[config.mk]
export PLATFORM = sky130hd
export DESIGN_NAME = h263_rtp_payload_depacketizer_core
export DESIGN_NICKNAME = d
export VERILOG_FILES = /design/src/rtl/h263d_pkg.sv /design/src/rtl/h263d_step.sv /design/src/rtl/h263_rtp_payload_depacketizer_core.sv
export SDC_FILE = /design/constraint.sdc
export NUM_CORES = 1
export LEC_CHECK = 0
export BUFFER_PORTS_ARGS = -buffer_cell sky130_fd_sc_hd__buf_4
export CAP_MARGIN = 20
export CORE_MARGIN = 8
export CORE_UTILIZATION = 58
export DETAILED_ROUTE_END_ITERATION = 8
export PLACE_DENSITY_LB_ADDON = 0.05
export SETUP_SLACK_MARGIN = 0.3
export SLEW_MARGIN = 20
export SYNTH_ARGS = -nofsm -noshare
export SYNTH_HDL_FRONTEND = slang
export SYNTH_HIERARCHICAL = 1
export SYNTH_SLANG_ARGS = --single-unit
[constraint.sdc]
create_clock -name clk -period 2.55 [get_ports clk]
set_clock_uncertainty 0.2 [all_clocks]
set_input_delay 0.1275 -clock clk [delete_from_list [all_inputs] [get_ports clk]]
set_output_delay 0.1275 -clock clk [all_outputs]
set_load 0.01 [all_outputs]
[src/rtl/h263d_pkg.sv]
package h263d_pkg;

  // Header bit positions of the first RFC 2429 header byte
  localparam int PBit      = 2;
  localparam int VBit      = 1;
  localparam int PlenHiBit = 0;
  // PLEN low bits sit in the upper five bits of the second header byte
  localparam int PlenLoLsb = 3;
  localparam int PlenW     = 6;

  // Most results that one input item can produce
  localparam int RunDepth  = 2;
  localparam int RunCntW   = $clog2(RunDepth + 1);

  typedef enum logic [2:0] {
    PH_FIRST,
    PH_SECOND,
    PH_EXTRA,
    PH_VRC,
    PH_PAYLOAD
  } phase_t;

  // One input item
  typedef struct packed {
    logic [7:0] payload_byte;
    logic       packet_end;
    logic       payload_format;
    logic       frame_mark;
  } item_t;

  // Parser state; only the P/V/PLEN-high bits of the first header byte are kept
  typedef struct packed {
    phase_t             phase;
    logic               v_flag;
    logic               plen_hi;
    logic [PlenW-1:0]   extra_left;
    logic               zeros_pending;
  } state_t;

  // One result item
  typedef struct packed {
    logic [7:0] out_byte;
    logic       byte_valid;
    logic       frame_end;
    logic       last_of_run;
  } result_t;

endpackage

[src/rtl/h263d_step.sv]
module h263d_step (
  input  h263d_pkg::item_t                 item,
  input  h263d_pkg::state_t                state,
  output h263d_pkg::state_t                state_next,
  output h263d_pkg::result_t               res0,
  output h263d_pkg::result_t               res1,
  output logic [h263d_pkg::RunCntW-1:0]    res_cnt
);

  logic [h263d_pkg::PlenW-1:0] plen;
  logic [h263d_pkg::PlenW-1:0] extra_dec;
  logic                        finish;

  assign plen = {state.plen_hi,
                 item.payload_byte[7:h263d_pkg::PlenLoLsb]};
  assign extra_dec = state.extra_left - 1'b1;

  always_comb begin
    state_next = state;
    res0       = '0;
    res1       = '0;
    res_cnt    = '0;
    finish     = 1'b0;

    // Header parse / payload pass
    case (state.phase)
      h263d_pkg::PH_SECOND: begin
        state_next.extra_left = plen;
        if (plen != '0) begin
          state_next.phase = h263d_pkg::PH_EXTRA;
        end else if (state.v_flag) begin
          state_next.phase = h263d_pkg::PH_VRC;
        end else begin
          finish = 1'b1;
        end
      end
      h263d_pkg::PH_EXTRA: begin
        state_next.extra_left = extra_dec;
        if (extra_dec == '0) begin
          if (state.v_flag) begin
            state_next.phase = h263d_pkg::PH_VRC;
          end else begin
            finish = 1'b1;
          end
        end
      end
      h263d_pkg::PH_VRC: begin
        finish = 1'b1;
      end
      h263d_pkg::PH_PAYLOAD: begin
        res0.out_byte   = item.payload_byte;
        res0.byte_valid = 1'b1;
        res_cnt         = h263d_pkg::RunCntW'(1);
      end
      default: begin
        // first byte of a packet; unused codes land here too
        if (!item.payload_format) begin
          res0.out_byte    = item.payload_byte;
          res0.byte_valid  = 1'b1;
          res_cnt          = h263d_pkg::RunCntW'(1);
          state_next.phase = h263d_pkg::PH_PAYLOAD;
        end else begin
          state_next.v_flag        = item.payload_byte[h263d_pkg::VBit];
          state_next.plen_hi       = item.payload_byte[h263d_pkg::PlenHiBit];
          state_next.zeros_pending = item.payload_byte[h263d_pkg::PBit];
          state_next.phase         = h263d_pkg::PH_SECOND;
        end
      end
    endcase

    // Header complete: start-code zeros if P was set
    if (finish) begin
      state_next.phase = h263d_pkg::PH_PAYLOAD;
      if (state.zeros_pending) begin
        res0.byte_valid          = 1'b1;
        res1.byte_valid          = 1'b1;
        res_cnt                  = h263d_pkg::RunCntW'(2);
        state_next.zeros_pending = 1'b0;
      end
    end

    // Packet end: marker result, frame end flag, back to first byte
    if (item.packet_end) begin
      if (item.frame_mark && res_cnt == '0) begin
        res_cnt = h263d_pkg::RunCntW'(1);
      end
      if (item.frame_mark) begin
        if (res_cnt == h263d_pkg::RunCntW'(2)) begin
          res1.frame_end = 1'b1;
        end else begin
          res0.frame_end = 1'b1;
        end
      end
      state_next.phase         = h263d_pkg::PH_FIRST;
      state_next.zeros_pending = 1'b0;
    end

    // Tag the last result of the run
    if (res_cnt == h263d_pkg::RunCntW'(2)) begin
      res1.last_of_run = 1'b1;
    end else if (res_cnt == h263d_pkg::RunCntW'(1)) begin
      res0.last_of_run = 1'b1;
    end
  end

endmodule

[src/rtl/h263_rtp_payload_depacketizer_core.sv]
// Channel  Dir  tdata             tuser                            tlast
// s_*      in   [7:0] payload_byte [0] payload_format [1] frame_mark  packet_end
// m_*      out  [7:0] out_byte     [0] byte_valid [1] last_of_run     frame_end
//
// Each input item is registered, parsed combinationally and its results (zero
// to two) are loaded into a two-entry run buffer that drains one result a cycle
// while m_tready is high. An item passes the input register, then the run buffer.
// One item per cycle is sustained while items make at most one result and the
// output is not stalled; a start-code run of two holds the input while the run
// buffer drains. rst is synchronous and clears the parser, the input register
// and the run buffer. Either side may stall at any time without loss.
module h263_rtp_payload_depacketizer_core (
  input  logic       clk,
  input  logic       rst,
  input  logic       s_tvalid,
  output logic       s_tready,
  input  logic [7:0] s_tdata,   // [7:0] payload_byte
  input  logic [1:0] s_tuser,   // [0] payload_format, [1] frame_mark
  input  logic       s_tlast,   // packet_end
  output logic       m_tvalid,
  input  logic       m_tready,
  output logic [7:0] m_tdata,   // [7:0] out_byte
  output logic [1:0] m_tuser,   // [0] byte_valid, [1] last_of_run
  output logic       m_tlast    // frame_end
);

  logic                              in_valid;
  h263d_pkg::item_t                  in_item;
  h263d_pkg::state_t                 state;
  h263d_pkg::state_t                 state_next;
  h263d_pkg::result_t                res0;
  h263d_pkg::result_t                res1;
  logic [h263d_pkg::RunCntW-1:0]     res_cnt;
  h263d_pkg::result_t                run0;
  h263d_pkg::result_t                run1;
  logic [h263d_pkg::RunCntW-1:0]     run_cnt;
  logic                              out_fire;
  logic                              run_free;
  logic                              commit;

  // Handshake control
  assign m_tvalid = (run_cnt != '0);
  assign out_fire = m_tvalid && m_tready;
  assign run_free = (run_cnt == '0) ||
                    (run_cnt == h263d_pkg::RunCntW'(1) && out_fire);
  assign commit   = in_valid && run_free;
  assign s_tready = !in_valid || commit;

  assign m_tdata  = run0.out_byte;
  assign m_tuser  = {run0.last_of_run, run0.byte_valid};
  assign m_tlast  = run0.frame_end;

  h263d_step u_step (
    .item       (in_item),
    .state      (state),
    .state_next (state_next),
    .res0       (res0),
    .res1       (res1),
    .res_cnt    (res_cnt)
  );

  // Control registers
  always_ff @(posedge clk) begin
    if (rst) begin
      in_valid <= 1'b0;
      run_cnt  <= '0;
      state    <= '{phase: h263d_pkg::PH_FIRST, default: '0};
    end else begin
      if (s_tready) begin
        in_valid <= s_tvalid;
      end
      if (commit) begin
        state   <= state_next;
        run_cnt <= res_cnt;
      end else if (out_fire) begin
        run_cnt <= run_cnt - 1'b1;
      end
    end
  end

  // Payload registers
  always_ff @(posedge clk) begin
    if (s_tvalid && s_tready) begin
      in_item.payload_byte   <= s_tdata;
      in_item.packet_end     <= s_tlast;
      in_item.payload_format <= s_tuser[0];
      in_item.frame_mark     <= s_tuser[1];
    end
    if (commit) begin
      run0 <= res0;
      run1 <= res1;
    end else if (out_fire) begin
      run0 <= run1;
    end
  end

endmodule
==> results.py <==
metrics = {
    "worst_setup_path": {
        "max_stage_delay_ns": 0.38,
        "critPathLaunch": "state[2]",
        "start_kind": "register",
        "cp_cell_sequence": "inv_1 -> ha_2 -> xnor2_1 -> nand4_1 -> nor3_4 -> o21a_4 -> nor2_1 -> mux2_4",
        "r2r-start": "state[2]",
        "critPathKind": "reg2reg",
        "cp-end-kind": "register",
        "r2r_cells": 8,
        "required_ns": 2.40,
        "cp_slowest_cell": "dfxtp_2",
        "cp_max_fo": 7,
        "worst-endpoint-arrival_ns": 2.05,
    },
    "final_layout": {
        "seq_area_mm2": 0.00130,
        "drive_above_1_share": 0.257,
        "final_nets": 290,
        "n_antenna_cell": 0,
        "syn_to_final_growth_pct": 21.5,
        "post-route-cell-area_mm2": 0.00298,
        "multi_input_area_mm2": 0.00107,
        "fill_cells": 273,
    },
    "global_routing": {
        "grt_use_total": 0.164,
        "grt-busiest-layer": "met2",
        "met3_usage": 0.0386,
        "grt_pass1_vias": 1847,
        "grt_pass1_wl_um": 8420,
        "grt_max_degree": 17,
        "grt_util_met2": 0.303,
        "gr-usage-met1": 0.177,
        "antenna_found_initial": 0,
        "overflow": 0,
    },
    "die": {
        "rows": 23,
        "die-area_mm2": 0.00657,
        "die_h_um": 81.0,
        "fp.dieW_um": 81.0,
        "initial_core_util": 0.609,
        "core_area_mm2": 0.00403,
        "io_pins": 28,
    },
    "cts": {
        "cts_num_sinks": 48,
        "cts_tree": "built",
        "cts_buffer_depth": 2,
        "cts_inserted_buffers": 5,
        "clk_latency_ns": 0.30,
        "cts_root_buf": "clkbuf_8",
        "path_clk_slew_ns": 0.08,
        "htree_levels": 2,
    },
    "placed_design": {
        "port_buffers": 27,
        "place.gp.congestion": 0.938,
        "place_area_mm2": 0.00269,
        "place_hpwl_um": 3610,
    },
    "yosys": {
        "syn_area_per_cell_um2": 10.9,
        "netlist_area_mm2": 0.00245,
        "synth-async-reset-ratio": 0,
        "synth_cell_types": 53,
        "synth.yosys.seq_area_share": 0.527,
        "synth_enable_flop_cells": 33,
        "synth_top_flop_cell": "edfxtp_1",
        "synth_seq_cells": 48,
        "ys_warn_count": 6,
        "netlist_instances": 224,
    },
    "route": {
        "vias_per_cell": 5.67,
        "wire_per_inst_um": 15.8,
        "dr.first_iter.drc_count": 163,
        "firstDrtPassIters": 4,
        "antenna_left": 0,
        "routed_wl_um": 5090,
        "drc": 0,
        "dr_total_vias": 1827,
    },
    "run": {
        "cap_violations": 0,
    },
    "worst_hold_path": {
        "whs_path_depth": 4,
        "hp-class": "in2reg",
        "min_from": "m_tready",
    },
    "run_status": {
        "status": "completed",
    },
    "power": {
        "powerDensity_mw_per_mm2": 609,
        "p_leak_nw": 1.11,
        "peakVddDrop_mv": 0.559,
    },
    "sta": {
        "fin_crit_ns": 2.19,
        "post-route-period-util": 0.860,
        "finalHoldViolCount": 0,
        "worst_pin_slew_ns": 0.513,
        "finalSetupTns_ns": 0,
        "setup_viol": 0,
        "drv_slew": 0,
        "rsz0062_at_grt": "no",
        "slew_headroom": 0.658,
        "fmax_ghz": 0.456,
    },
}
[power by group]
group	switching (W)	total [W]	leakage, nW	internal, W
Sequential	0.0000393	0.000968	0.438	0.000929
Combinational	0.000219	0.000414	0.639	0.000195
Clock	0.000243	0.000432	0.0378	0.000189
[cells in the mapped netlist, types with 5 or more instances]
master    number  area, um^2
edfxtp_1      33         991
a21oi_1       22         110
o21ai_0       18        90.1
dfxtp_1       15         300
nand3_1       13        65.1
inv_1         10        37.5
and2_1         9        56.3
nor2_1         9        33.8
buf_4          8        60.1
mux2_4         7         105
clkbuf_1       6        22.5
nand2_1        5        18.8
[placed cells by master (no fill, tap or decap), types with 3 or more instances in the layout]
master,count
nor2b_1,3
nand3_1,13
o21ai_0,18
edfxtp_1,33
o21ai_1,4
mux2_4,7
dfxtp_1,13
clkinvlp_4,3
nand2b_1,3
mux2_2,4
nor3_1,4
inv_1,9
conb_1,8
dlygate4sd3_1,14
a21oi_1,22
and2_1,9
nor2_1,9
buf_4,38
nand2_1,5
ha_1,3
clkbuf_8,5
[worst paths after layout]
path	end	slack, ns
max	m_tlast	0.36
min reg2reg	state[6]	0.30
max reg2reg	m_tlast	0.36
min	run_cnt[1]	0.007
[metal layers]
| layer | vias to the layer above | wire length [um] | part of all wire |
|---|---|---|---|
| li1 | 895 | - | - |
| met1 | 864 | 1980 | 0.39 |
| met2 | 60 | 2730 | 0.54 |
| met3 | 8 | 311 | 0.061 |
| met4 | 0 | 70 | 0.014 |
| met5 | - | 0 | 0 |
[sequential cells by signal (all words and copies together), names as in the netlist]
signal	flops
in_item	11
in_valid	1
m_tdata	8
m_tlast	1
m_tuser	2
run1	11
run_cnt	2
state	12
[through the flow]
step	util	hold slack [ns]	cells	power (W)	setup WS, ns
after floorplan	-	-0.00343	231	0.00123	0.404
after CTS	0.731	0.00653	321	0.00183	0.327
after global routing	0.739	0.0318	322	0.00190	0.246
after global placement	0.668	0.106	297	0.00136	0.348
final	0.739	0.00731	322	0.00181	0.358
after detailed placement	0.668	0.107	297	0.00137	0.268
[kinds of logic (layout without fill, tap and decap cells)]
group	count (synthesis)	after routing	synth area share
adder cells (fa/ha/maj)	4	4	0.0204
flip-flops	48	48	0.527
XOR/XNOR	3	3	0.0107
AND/OR/NAND/NOR	62	62	0.148
buffers and inverters	29	70	0.0617
AO/OA/AOI/OAI	63	63	0.157
other	1	8	0.00153
multiplexers	14	14	0.0745
[critical path: cells and delay by family, from the launching register on]
family          cells  cell delay, ns
simple gates        3            0.45
flops               1            0.38
mux                 1            0.25
fa+ha+maj           1            0.20
compound gates      1            0.19
xor+xnor            1            0.18
buf+inv             1            0.08
[layout make-up]
class / instances / area share
clock buffer: 5 / 0.0231
clock inverter: 3 / 0.00630
inverter: 10 / 0.0139
multi-input combinational: 154 / 0.358
sequential: 48 / 0.435
tap: 50 / 0.0210
timing repair buffer: 52 / 0.143
[what timing repair did]
item	in CTS	in global routing
gates resized for setup	4	5
setup endpoints to repair	14	15
setup buffers	2	1
pin swaps	3	4
hold buffers	14	0
hold endpoints to repair	26	0
Power figures use the tool's default switching activity.
